### config.mk
export PLATFORM = sky130hd
export DESIGN_NAME = sorted_timeout_list_top
export DESIGN_NICKNAME = d
export VERILOG_FILES = /design/src/design/stl_pkg.sv /design/src/design/stl_store.sv /design/src/design/sorted_timeout_list_top.sv
export VERILOG_INCLUDE_DIRS = /design/src /design/src/design
export SDC_FILE = /design/constraint.sdc
export NUM_CORES = 2
export LEC_CHECK = 0
export BUFFER_PORTS_ARGS = -buffer_cell sky130_fd_sc_hd__buf_2
export CAP_MARGIN = 20
export CORE_UTILIZATION = 35
export CTS_CLUSTER_DIAMETER = 40
export DETAILED_ROUTE_END_ITERATION = 16
export GPL_TIMING_DRIVEN = 0
export PLACE_DENSITY = 0.5
export REMOVE_ABC_BUFFERS = 1
export SYNTH_ARGS = -nofsm -noshare
export SYNTH_HDL_FRONTEND = slang
export SYNTH_SLANG_ARGS = --single-unit
### constraint.sdc
create_clock -name clk -period 9.7 [get_ports clk]
set_clock_uncertainty 0.05 [all_clocks]
set_input_delay 1.94 -clock clk [delete_from_list [all_inputs] [get_ports clk]]
set_output_delay 1.94 -clock clk [all_outputs]
set_load 0.005 [all_outputs]
### src/design/sorted_timeout_list_top_macros.svh
// assertion macros for the sorted timeout list
`ifndef SORTED_TIMEOUT_LIST_TOP_MACROS_SVH
`define SORTED_TIMEOUT_LIST_TOP_MACROS_SVH

// same-cycle implication, checked outside reset
`define STL_ASSERT_NOW(label, ante, cons, msg) \
  label: assert property (@(posedge clk) disable iff (!rst_n) (ante) |-> (cons)) \
    else $error(msg);

// next-cycle implication, checked outside reset
`define STL_ASSERT_NEXT(label, ante, cons, msg) \
  label: assert property (@(posedge clk) disable iff (!rst_n) (ante) |=> (cons)) \
    else $error(msg);

`endif

### src/design/stl_pkg.sv
// shared types and constants for the sorted timeout list
`default_nettype none
package stl_pkg;

  localparam int SLOTS_DEF = 64;
  localparam int DL_W = 32;
  localparam logic [DL_W-1:0] NO_DEADLINE = '1;

  localparam logic CMD_ARM    = 1'b0;
  localparam logic CMD_CANCEL = 1'b1;

  typedef enum logic [3:0] {
    ST_IDLE,
    ST_EXEC,
    ST_FIRST,
    ST_WALK,
    ST_TAIL,
    ST_CHEAD,
    ST_CHDL,
    ST_CWALK,
    ST_CLINK
  } state_t;

  typedef struct packed {
    logic dl_we;
    logic ln_we;
  } mem_we_t;

endpackage
`default_nettype wire

### src/design/stl_store.sv
// slot store: deadline and link memories sharing one read address
`default_nettype none
module stl_store #(
  parameter int SLOTS = stl_pkg::SLOTS_DEF,
  localparam int IdW = $clog2(SLOTS),
  localparam int LinkW = $clog2(SLOTS + 1)
) (
  input  wire                         clk,
  input  stl_pkg::mem_we_t            we,
  input  wire  [IdW-1:0]              dl_waddr,
  input  wire  [stl_pkg::DL_W-1:0]    dl_wdata,
  input  wire  [IdW-1:0]              ln_waddr,
  input  wire  [LinkW-1:0]            ln_wdata,
  input  wire  [IdW-1:0]              raddr,
  output logic [stl_pkg::DL_W-1:0]    dl_rdata,
  output logic [LinkW-1:0]            ln_rdata
);
  import stl_pkg::*;

  logic [DL_W-1:0]  dl_mem [SLOTS];
  logic [LinkW-1:0] ln_mem [SLOTS];

  always_ff @(posedge clk) begin
    if (we.dl_we) begin
      dl_mem[dl_waddr] <= dl_wdata;
    end
    dl_rdata <= dl_mem[raddr];
  end

  always_ff @(posedge clk) begin
    if (we.ln_we) begin
      ln_mem[ln_waddr] <= ln_wdata;
    end
    ln_rdata <= ln_mem[raddr];
  end

endmodule
`default_nettype wire

### src/design/sorted_timeout_list_top.sv
// sorted timeout list: timer slots linked in deadline order, arm and cancel commands
// Each command is taken with start while busy is low and answers with one word on
// out_valid for a single cycle; the receiver cannot stall, so sample it then.
// Commands run one at a time and walk the list one slot per cycle through the
// single read port of the slot store. An arm that lands at the head answers straight
// from the execute state; otherwise it walks to its place and links the new slot in.
// A cancel of the head takes the deadline of the slot after it as the new earliest
// one; otherwise it walks to the slot ahead of the cancelled one and relinks past it.
// busy drops in the cycle the result word is shown. No clearing pass after reset.
`default_nettype none
module sorted_timeout_list_top #(
  parameter int SLOTS = stl_pkg::SLOTS_DEF,
  localparam int IdW = $clog2(SLOTS),
  localparam int LinkW = $clog2(SLOTS + 1)
) (
  input  wire                       clk,
  input  wire                       rst_n,
  input  wire                       start,
  output logic                      busy,
  input  wire                       in_cmd,
  input  wire  [IdW-1:0]            in_timer_id,
  input  wire  [stl_pkg::DL_W-1:0]  in_delay_ticks,
  input  wire  [stl_pkg::DL_W-1:0]  in_now_ticks,
  output logic                      out_valid,
  output logic                      out_done_res,
  output logic [stl_pkg::DL_W-1:0]  out_earliest_deadline,
  output logic [LinkW-1:0]          out_head_slot
);
  import stl_pkg::*;

  `include "sorted_timeout_list_top_macros.svh"

  localparam logic [LinkW-1:0] LIST_END = LinkW'(SLOTS);

  state_t             state_r, state_nxt;
  logic               cmd_r, cmd_nxt;
  logic [IdW-1:0]     id_r, id_nxt;
  logic [DL_W-1:0]    when_r, when_nxt;
  logic [LinkW-1:0]   head_r, head_nxt;
  logic [DL_W-1:0]    head_dl_r, head_dl_nxt;
  logic [IdW-1:0]     prev_r, prev_nxt;
  logic [LinkW-1:0]   cur_r, cur_nxt;
  logic [SLOTS-1:0]   run_r, run_nxt;
  logic               out_valid_r, out_valid_nxt;
  logic               done_r, done_nxt;

  mem_we_t            mem_we;
  logic [IdW-1:0]     ln_waddr;
  logic [LinkW-1:0]   ln_wdata;
  logic [IdW-1:0]     raddr;
  logic [DL_W-1:0]    dl_rdata;
  logic [LinkW-1:0]   ln_rdata;

  logic id_ok, do_arm, do_cancel, arm_at_head, ln_end, walk_on, hit_head, hit_link;

  stl_store #(.SLOTS(SLOTS)) u_store (
    .clk      (clk),
    .we       (mem_we),
    .dl_waddr (id_r),
    .dl_wdata (when_r),
    .ln_waddr (ln_waddr),
    .ln_wdata (ln_wdata),
    .raddr    (raddr),
    .dl_rdata (dl_rdata),
    .ln_rdata (ln_rdata)
  );

  assign id_ok       = LinkW'(id_r) < LIST_END;
  assign do_arm      = id_ok && (cmd_r == CMD_ARM) && !run_r[id_r];
  assign do_cancel   = id_ok && (cmd_r == CMD_CANCEL) && run_r[id_r];
  assign arm_at_head = (head_r == LIST_END) || (when_r <= head_dl_r);
  assign ln_end      = ln_rdata == LIST_END;
  assign walk_on     = when_r > dl_rdata;
  assign hit_head    = head_r == LinkW'(id_r);
  assign hit_link    = ln_rdata == LinkW'(id_r);

  // next state
  always_comb begin
    state_nxt = state_r;
    unique case (state_r)
      ST_IDLE: begin
        if (start) state_nxt = ST_EXEC;
      end
      ST_EXEC: begin
        if (do_arm) begin
          state_nxt = arm_at_head ? ST_IDLE : ST_FIRST;
        end else if (do_cancel) begin
          state_nxt = hit_head ? ST_CHEAD : ST_CWALK;
        end else begin
          state_nxt = ST_IDLE;
        end
      end
      ST_FIRST: state_nxt = ln_end ? ST_TAIL : ST_WALK;
      ST_WALK: begin
        if (walk_on && !ln_end) state_nxt = ST_WALK;
        else state_nxt = ST_TAIL;
      end
      ST_TAIL:  state_nxt = ST_IDLE;
      ST_CHEAD: state_nxt = ln_end ? ST_IDLE : ST_CHDL;
      ST_CHDL:  state_nxt = ST_IDLE;
      ST_CWALK: begin
        priority if (hit_link) state_nxt = ST_CLINK;
        else if (ln_end) state_nxt = ST_IDLE;
        else state_nxt = ST_CWALK;
      end
      ST_CLINK: state_nxt = ST_IDLE;
      default:  state_nxt = ST_IDLE;
    endcase
  end

  // datapath and memory control
  always_comb begin
    cmd_nxt       = cmd_r;
    id_nxt        = id_r;
    when_nxt      = when_r;
    head_nxt      = head_r;
    head_dl_nxt   = head_dl_r;
    prev_nxt      = prev_r;
    cur_nxt       = cur_r;
    run_nxt       = run_r;
    done_nxt      = done_r;
    out_valid_nxt = 1'b0;
    mem_we        = '0;
    ln_waddr      = id_r;
    ln_wdata      = head_r;
    raddr         = head_r[IdW-1:0];
    unique case (state_r)
      ST_IDLE: begin
        if (start) begin
          cmd_nxt  = in_cmd;
          id_nxt   = in_timer_id;
          when_nxt = in_delay_ticks + in_now_ticks;
        end
      end
      ST_EXEC: begin
        done_nxt = do_arm || do_cancel;
        if (do_arm) begin
          run_nxt[id_r] = 1'b1;
          mem_we.dl_we  = 1'b1;
          if (arm_at_head) begin
            mem_we.ln_we  = 1'b1;
            head_nxt      = LinkW'(id_r);
            head_dl_nxt   = when_r;
            out_valid_nxt = 1'b1;
          end else begin
            prev_nxt = head_r[IdW-1:0];
          end
        end else if (do_cancel) begin
          run_nxt[id_r] = 1'b0;
          if (hit_head) begin
            raddr = id_r;
          end else begin
            prev_nxt = head_r[IdW-1:0];
          end
        end else begin
          out_valid_nxt = 1'b1;
        end
      end
      ST_FIRST: begin
        // ln_rdata is the slot after the head
        if (ln_end) begin
          mem_we.ln_we = 1'b1;
          ln_waddr     = prev_r;
          ln_wdata     = LinkW'(id_r);
          cur_nxt      = LIST_END;
        end else begin
          cur_nxt = ln_rdata;
          raddr   = ln_rdata[IdW-1:0];
        end
      end
      ST_WALK: begin
        if (walk_on) begin
          prev_nxt = cur_r[IdW-1:0];
          if (ln_end) begin
            mem_we.ln_we = 1'b1;
            ln_waddr     = cur_r[IdW-1:0];
            ln_wdata     = LinkW'(id_r);
            cur_nxt      = LIST_END;
          end else begin
            cur_nxt = ln_rdata;
            raddr   = ln_rdata[IdW-1:0];
          end
        end else begin
          // new slot goes in front of cur
          mem_we.ln_we = 1'b1;
          ln_waddr     = prev_r;
          ln_wdata     = LinkW'(id_r);
        end
      end
      ST_TAIL: begin
        mem_we.ln_we  = 1'b1;
        ln_waddr      = id_r;
        ln_wdata      = cur_r;
        out_valid_nxt = 1'b1;
      end
      ST_CHEAD: begin
        head_nxt = ln_rdata;
        if (ln_end) begin
          head_dl_nxt   = NO_DEADLINE;
          out_valid_nxt = 1'b1;
        end else begin
          raddr = ln_rdata[IdW-1:0];
        end
      end
      ST_CHDL: begin
        head_dl_nxt   = dl_rdata;
        out_valid_nxt = 1'b1;
      end
      ST_CWALK: begin
        // ln_rdata is the successor of prev
        priority if (hit_link) begin
          raddr = id_r;
        end else if (ln_end) begin
          out_valid_nxt = 1'b1;
        end else begin
          prev_nxt = ln_rdata[IdW-1:0];
          raddr    = ln_rdata[IdW-1:0];
        end
      end
      ST_CLINK: begin
        mem_we.ln_we  = 1'b1;
        ln_waddr      = prev_r;
        ln_wdata      = ln_rdata;
        out_valid_nxt = 1'b1;
      end
      default: begin
        out_valid_nxt = 1'b0;
      end
    endcase
  end

  always_ff @(posedge clk) begin
    if (!rst_n) begin
      state_r     <= ST_IDLE;
      head_r      <= LIST_END;
      head_dl_r   <= NO_DEADLINE;
      run_r       <= '0;
      out_valid_r <= 1'b0;
    end else begin
      state_r     <= state_nxt;
      head_r      <= head_nxt;
      head_dl_r   <= head_dl_nxt;
      run_r       <= run_nxt;
      out_valid_r <= out_valid_nxt;
    end
  end

  always_ff @(posedge clk) begin
    cmd_r  <= cmd_nxt;
    id_r   <= id_nxt;
    when_r <= when_nxt;
    prev_r <= prev_nxt;
    cur_r  <= cur_nxt;
    done_r <= done_nxt;
  end

  assign busy                  = state_r != ST_IDLE;
  assign out_valid             = out_valid_r;
  assign out_done_res          = done_r;
  assign out_earliest_deadline = head_dl_r;
  assign out_head_slot         = head_r;

  `STL_ASSERT_NEXT(a_accept_busy, start && !busy, busy, "accepted word did not raise busy")
  `STL_ASSERT_NOW(a_empty_dl, head_r == LIST_END, head_dl_r == NO_DEADLINE, "empty list deadline")
  `STL_ASSERT_NOW(a_result_after_work, out_valid, $past(busy) && !busy, "result word without work")

endmodule
`default_nettype wire
* After elaboration in Yosys (flattened, before gate mapping) *
Memory sizes are Yosys's and may differ from the RTL's. A register that Yosys moved wholly into a read port is not among the register bits.
Cells that the tools add are included.

cells by class
  multiplexer cells = 63
  $lt $le $gt $ge = 4
  eq/ne operators = 22
  reduce and logical (&&, ||, !) cells = 24
  bitwise operators = 4
  $add $sub $neg = 1

operators with widths
  operator                                                                count
  64-bit two-way mux                                                      2
  32-bit two-way mux                                                      3
  6-bit two-way mux                                                       16
  32-bit one-hot mux with 3 select lines                                  1
  64-bit bitwise AND                                                      1
  64-bit inverter                                                         1
  64-bit bitwise OR                                                       1
  7-bit two-way mux                                                       6
  6-bit one-hot mux with 3 select lines                                   2
  32-bit adder                                                            1
  32-bit greater-than comparator                                          1
  32-bit less-or-equal comparator                                         1
  7-bit one-hot mux with 2 select lines                                   2
  7-bit one-hot mux with 4 select lines                                   1
  4-bit one-hot mux with 6 select lines                                   1
  6-bit one-hot mux with 4 select lines                                   1
  3-bit two-way mux                                                       6
  4-bit by 3-bit equality test with 1-bit output (second input constant)  4
  7-bit by 6-bit equality test with 1-bit output                          2
  7-bit equality test (second input constant)                             2
  2-bit != test (second input constant)                                   7
  1-bit two-way mux                                                       13
  3-bit != test (second input constant)                                   3
  4-bit by 2-bit equality test with 1-bit output (second input constant)  2
  other kinds (23)                                                        38

word-level totals
  bits in writable memories = 2496
  flip-flop bits (word level) = 161
  memories kept = 2
  bits of input ports = 74

memory list
  name            words  width  read ports  clocked after memory_dff  write ports  line             RTL
  u_store.dl_mem  64     32     1           1                         1            stl_store.sv:20  logic [DL_W-1:0] dl_mem [SLOTS];
  u_store.ln_mem  64     7      1           1                         1            stl_store.sv:21  logic [LinkW-1:0] ln_mem [SLOTS];

* Logic depth before layout (Yosys ltp) *
  depth after elaboration = 8
  depth in mapped cells = 26
  mapped depth without buffers = 18

* By module *
Synthesis repeated with hierarchy kept, for this count alone.

unflattened totals
  cell total of the unflattened synthesis = 5610
  area, all modules = 107657.0 um^2

modules (own cells, without submodules)
  module                   seq. area each (um^2)  times used  cells an instance  area an instance (um^2)
  stl_store                75732.6                1           4256               96339.9
  sorted_timeout_list_top  3753.6                 1           1354               11317.1

* Worst setup path before layout *
OpenSTA, ideal clock, no wires.

  path type = register -> register
  from = register when_r[0]
  to = memory u_store.ln_mem[0][1] in the netlist's numbering, data pin
  cell stages (with the launch flop) = 15
  required time = 9.062 ns
  path buffers = 1
  setup slack = 3.810 ns
  arrival time = 5.252 ns
  cell sequence = edfxtp_1 -> inv_1 -> ha_1 -> nor2b_1 -> o211ai_1 -> a2111o_1 -> a311o_1 -> and2_1 -> clkbuf_1 -> nand2_1 -> o2bb2ai_1 -> nand2_1 -> nand2_1 -> a21oi_1 -> a31oi_1

on the way
  word-level cells in the longest chain between the ends = 3

ends and longest elaborated chain
  item                                   line                            RTL
  start: declaration                     sorted_timeout_list_top.sv:38   logic [DL_W-1:0] when_r, when_nxt;
  start signal: assignment               sorted_timeout_list_top.sv:251  when_r <= when_nxt;
  32-bit greater-than comparator         sorted_timeout_list_top.sv:73   assign walk_on = when_r > dl_rdata;
  7-bit two-way mux                      sorted_timeout_list_top.sv:172  if (walk_on) begin
  7-bit one-hot mux with 4 select lines  sorted_timeout_list_top.sv:127  unique case (state_r)
  named net ln_wdata[1]                  sorted_timeout_list_top.sv:49   logic [LinkW-1:0] ln_wdata;
  end: declaration                       stl_store.sv:21

The timed path passes the listed nets, and every way through them passes these cells.

* Final worst setup path *
  from = register id_r[1]
  to = register u_store.dl_rdata[27] in the netlist's numbering (read register of u_store.dl_mem)

on the way
  word-level cells in the longest chain between the ends = 6
  elaborated cells on any way between the ends = 12

ends and longest elaborated chain
  item                                                           line                                                           RTL
  start: declaration                                             sorted_timeout_list_top.sv:37                                  logic [IdW-1:0] id_r, id_nxt;
  start signal: assignment                                       sorted_timeout_list_top.sv:250                                 id_r <= id_nxt;
  1-bit binary-select mux with 6-bit select                      sorted_timeout_list_top.sv:69, sorted_timeout_list_top.sv:70
  1-bit two-way mux (not written as such)                        sorted_timeout_list_top.sv:69, sorted_timeout_list_top.sv:70
  1-bit logical AND / 1-bit logical NOT (equally long branches)  sorted_timeout_list_top.sv:70, sorted_timeout_list_top.sv:69
  6-bit two-way mux / 1-bit logical AND (equally long branches)  sorted_timeout_list_top.sv:148, sorted_timeout_list_top.sv:69
  6-bit two-way mux                                              sorted_timeout_list_top.sv:137                                 if (do_arm) begin
  6-bit one-hot mux with 4 select lines *                        sorted_timeout_list_top.sv:127
  end: declaration                                               stl_store.sv:15                                                output logic [stl_pkg::DL_W-1:0] dl_rdata,

Mark *: on every way between the ends. The rest lies on a longest branch, timed or not. The select of a mux whose other input is x is not followed.
A chain may end at the register's enable or synchronous reset.

==> impl_results.html <==
<table>
<tr><th>Metric</th><th>Value</th></tr>
<tr><th colspan="2">Worst setup path</th></tr>
<tr><td>Largest fanout on the critical path</td><td>61</td></tr>
<tr><td>CP Capture Type</td><td>register</td></tr>
<tr><td>Worst setup path category</td><td>register to register</td></tr>
<tr><td>WP data arrival</td><td>9.77 ns</td></tr>
<tr><td>CP Launch Type</td><td>register</td></tr>
<tr><td>Critical Path RT</td><td>10.47 ns</td></tr>
<tr><th colspan="2">Floorplan</th></tr>
<tr><td>Top-Level Pins</td><td>116</td></tr>
<tr><td>Number of standard-cell rows in the floorplan</td><td>204</td></tr>
<tr><td>Horiz. Die Dim</td><td>561 um</td></tr>
<tr><td>Starting density of the core</td><td>35.3%</td></tr>
<tr><td>Die Area</td><td>315,000 sq um</td></tr>
<tr><td>Area inside the core boundary</td><td>310,000 sq um</td></tr>
<tr><td>Vert. Die Dim</td><td>561 um</td></tr>
<tr><th colspan="2">Detailed routing</th></tr>
<tr><td>Vias</td><td>72.6k</td></tr>
<tr><td>Count of unresolved DRC violations after routing</td><td>0</td></tr>
<tr><td>Number of antenna-violating nets in the routed design</td><td>0</td></tr>
<tr><td>Wire length per cell after detailed routing</td><td>27.3 um</td></tr>
<tr><td>Number of vias per cell</td><td>5.59</td></tr>
<tr><td>Wire length after detailed routing</td><td>354 mm</td></tr>
<tr><td>Initial drt markers</td><td>7,930</td></tr>
<tr><td>TritonRoute pass-1 iters</td><td>8</td></tr>
<tr><th colspan="2">Logic synthesis</th></tr>
<tr><td>Top cells by count, synth</td><td>edfxtp_1 (2,549), nand2_1 (1,610), nand3_1 (447)</td></tr>
<tr><td>Count of flip-flops with a built-in enable after synthesis</td><td>2,549</td></tr>
<tr><td>Synth async-reset ratio</td><td>0%</td></tr>
<tr><td>Number of distinct library cells after synthesis</td><td>77</td></tr>
<tr><td>Cell types with the largest area share after synthesis</td><td>edfxtp_1 (70%), nand2_1 (5.5%), dfxtp_1 (2.7%)</td></tr>
<tr><td>Count of mapped cells out of synthesis</td><td>8,189</td></tr>
<tr><td>Post-synthesis average cell area</td><td>13.4 sq um</td></tr>
<tr><td>Synth Cell Area</td><td>109,000 sq um</td></tr>
<tr><td>Synth top area share</td><td>70.0%</td></tr>
<tr><td>Number of register bits inferred by synthesis</td><td>2,696</td></tr>
<tr><td>Leading cell type by number of instances after synthesis</td><td>edfxtp_1</td></tr>
<tr><td>Number of warnings issued by yosys</td><td>0</td></tr>
<tr><td>Ys flop type</td><td>edfxtp_1</td></tr>
<tr><td>Biggest area consumer among synthesized cells</td><td>edfxtp_1</td></tr>
<tr><td>Sequential fraction of the synthesis area</td><td>72.7%</td></tr>
<tr><th colspan="2">Clocking</th></tr>
<tr><td>Master cell of the clock root buffer</td><td>clkbuf_16</td></tr>
<tr><td>Clock-pin slew on the worst setup and hold paths</td><td>0.06 ns</td></tr>
<tr><td>Clock tree from TritonCTS</td><td>yes</td></tr>
<tr><td>Number of buffers on the longest clock path</td><td>4</td></tr>
<tr><td>Total clock buffers created by CTS</td><td>401</td></tr>
<tr><td>Post-CTS Hold Fix Bufs</td><td>0</td></tr>
<tr><td>Number of buffers inserted by post-CTS setup repair</td><td>0</td></tr>
<tr><td>Number of gates resized after CTS</td><td>0</td></tr>
<tr><td>CTS H-Tree Depth</td><td>5</td></tr>
<tr><td>Clock Sinks</td><td>2,696</td></tr>
<tr><td>Clk Latency, worst-skew pair</td><td>0.91 ns</td></tr>
<tr><th colspan="2">Placed design</th></tr>
<tr><td>Post-detailed-placement half-perimeter wirelength</td><td>226 mm</td></tr>
<tr><td>Routability Congestion</td><td>0.799</td></tr>
<tr><td>Placement Setup Slack</td><td>0.770 ns</td></tr>
<tr><td>Number of input and output port buffers inserted</td><td>115</td></tr>
<tr><th colspan="2">Global routing</th></tr>
<tr><td>Initial antenna violation count</td><td>15</td></tr>
<tr><td>Vias in the first global route</td><td>69.6k</td></tr>
<tr><td>Largest net degree at the start of global routing</td><td>95</td></tr>
<tr><td>Global-route total usage across every layer</td><td>22.0%</td></tr>
<tr><td>Total global routing overflow</td><td>0</td></tr>
<tr><td>Global-route wire length before repair</td><td>506 mm</td></tr>
<tr><th colspan="2">Status</th></tr>
<tr><td>Run status</td><td>finished, final reports clean</td></tr>
<tr><th colspan="2">STA</th></tr>
<tr><td>Final count of pins violating max slew</td><td>0</td></tr>
<tr><td>Period utilization</td><td>92.8%</td></tr>
<tr><td>RSZ-0062 raised after global routing</td><td>false</td></tr>
<tr><td>Final Hold Violating Endpoints</td><td>0</td></tr>
<tr><td># setup viols final</td><td>0</td></tr>
<tr><td>Slew headroom</td><td>20.9%</td></tr>
<tr><td>Tightest Pin Transition</td><td>1.18 ns</td></tr>
<tr><td>Minimum setup slack in the final design</td><td>0.699 ns</td></tr>
<tr><td>Final critical path time including I/O delays and setup</td><td>9.00 ns</td></tr>
<tr><td>Fmax</td><td>111 MHz</td></tr>
<tr><th colspan="2">Final layout</th></tr>
<tr><td>Area Growth Syn to Fin</td><td>23.6%</td></tr>
<tr><td>Proportion of layout cells with a drive suffix above 1</td><td>15.3%</td></tr>
<tr><td>Post-Route Utilization</td><td>43.6%</td></tr>
<tr><td>Total area of multi-input combinational cells</td><td>28,100 sq um</td></tr>
<tr><td>Number of nets in the finished design</td><td>8,677</td></tr>
<tr><td>Layout fillers</td><td>27.6k</td></tr>
<tr><td>Sequential cell area</td><td>79,500 sq um</td></tr>
<tr><th colspan="2">Job</th></tr>
<tr><td>Max-capacitance violation count</td><td>0</td></tr>
<tr><th colspan="2">Power and ir drop</th></tr>
<tr><td>Cell leakage power</td><td>46.4 nW</td></tr>
<tr><td>Worst IR drop on VDD</td><td>0.000171 V</td></tr>
<tr><td>Power density over cell area</td><td>232 nW/um^2</td></tr>
<tr><th colspan="2">Hold path</th></tr>
<tr><td>Class of the most critical hold timing path</td><td>register to register</td></tr>
</table>
## worst paths after layout
| kind | start | to | slack, ns | depth (start not counted) |
|---|---|---|---|---|
| worst min register to register | register | register | 0.43 | 2 |
| worst max-delay path | id_r[1]$_DFFE_PP_ | u_store.dl_rdata[27]$_DFF_P_ | 0.70 | 26 |
| worst min-delay path | register | register | 0.43 | 2 |
| worst max register to register | id_r[1]$_DFFE_PP_ | u_store.dl_rdata[27]$_DFF_P_ | 0.70 | 26 |
## layout make-up
type                    count  share of cell area (%)
diodes                     19                  0.0352
inverters                  88                   0.244
repair buffers            499                    6.06
clock inverters           315                    2.69
well taps                4120                    3.81
flip-flops and latches   2696                    58.8
clock buffers             428                    7.58
multi-input cells        4819                    20.8
## worst max-delay path, stage by stage, from the launching register on
cell and delay [ns]:
edfxtp_1 0.89, inv_1 0.26, nor3b_2 0.69, buf_8 0.23
a22oi_1 0.08, and4_1 0.25, o21ai_0 0.24, nor4_1 0.17
ha_1 0.38, inv_1 0.23, nand2_1 0.13, o21ai_0 0.19
o31ai_1 0.18, o31ai_4 0.82, buf_8 0.27, buf_16 0.18
buf_8 0.20, buf_8 0.18, and2_4 0.50, buf_16 0.35
buf_16 0.28, buf_16 0.33, nand2_1 0.09, a31oi_1 0.21
o22ai_1 0.17, nor4_2 0.76, and3_1 0.29
## placed cells by master (no fill, tap or decap), types with 39 or more instances in the layout
cell and n:
a211oi_1 362, a21oi_1 208, a311oi_1 62, a31oi_1 360
and3_1 360, buf_12 105, buf_16 146, buf_2 122
buf_4 50, buf_8 61, bufinv_16 54, clkbuf_16 405
clkinv_1 40, clkinv_2 43, clkinv_4 46, clkinvlp_4 58
dfxtp_1 147, edfxtp_1 2549, ha_1 97, inv_1 87
inv_6 57, mux2i_1 113, nand2_1 1609, nand3_1 443
nor2_1 204, nor2_4 68, nor3_1 41, nor3b_1 51
o211ai_1 53, o21ai_0 162, o221ai_1 39, o22ai_1 184
## cell families (layout without fill, tap and decap cells)
logic type      Yosys count  count (layout)  synth area share (%)
compound gates         1584            1584                  9.60
xor+xnor                 39              39                 0.312
fa+ha+maj                98              98                  1.13
buf+inv                 674            1330                  2.45
flops                  2696            2696                  72.7
mux                     144             144                  1.67
other cells               0              19                     0
simple gates           2954            2954                  12.2
## metrics by stage
| step | hold slack [ns] | instance area, sq um | setup TNS, ns | power [mW] | std cells |
|---|---|---|---|---|---|
| after floorplan | 0.402 | 107000 | -1308.16 | 15.5 | 7603 |
| after global placement | 0.411 | 113000 | -6383.40 | 17.2 | 11838 |
| after detailed placement | 0.420 | 121000 | 0 | 16.8 | 12219 |
| after CTS | 0.434 | 135000 | 0 | 31.6 | 12962 |
| after global routing | 0.453 | 135000 | 0 | 32.3 | 12981 |
| final | 0.428 | 135000 | 0 | 31.4 | 12984 |
## routing by layer
layer / GRT usage, % / vias up / wire length (um)
met2: 34.7 / 2842 / 164000
met3: 2.97 / 507 / 24100
li1: - / 32111 / -
met5: 0 / - / 0
met4: 6.39 / 0 / 9310
met1: 31.6 / 37113 / 156000
## where the power goes
group          internal (mW)  total [mW]  switching [mW]
registers               13.2        13.5           0.295
clock network           9.22        14.8            5.61
logic                   1.07        3.12            2.04
total                   23.5        31.4            7.95
## sequential cells by signal, indices dropped and copies added, names as in the netlist, named ones only
name                   flops
u_store.dl_rdata          32
cur_r                      7
out_earliest_deadline     32
state_r                    4
when_r                    32
out_head_slot              7
id_r                       6
out_done_res               1
u_store.ln_mem           448
prev_r                     6
out_valid                  1
u_store.ln_rdata           7
cmd_r                      1
u_store.dl_mem          2048
(Power assumes the default switching activity.)
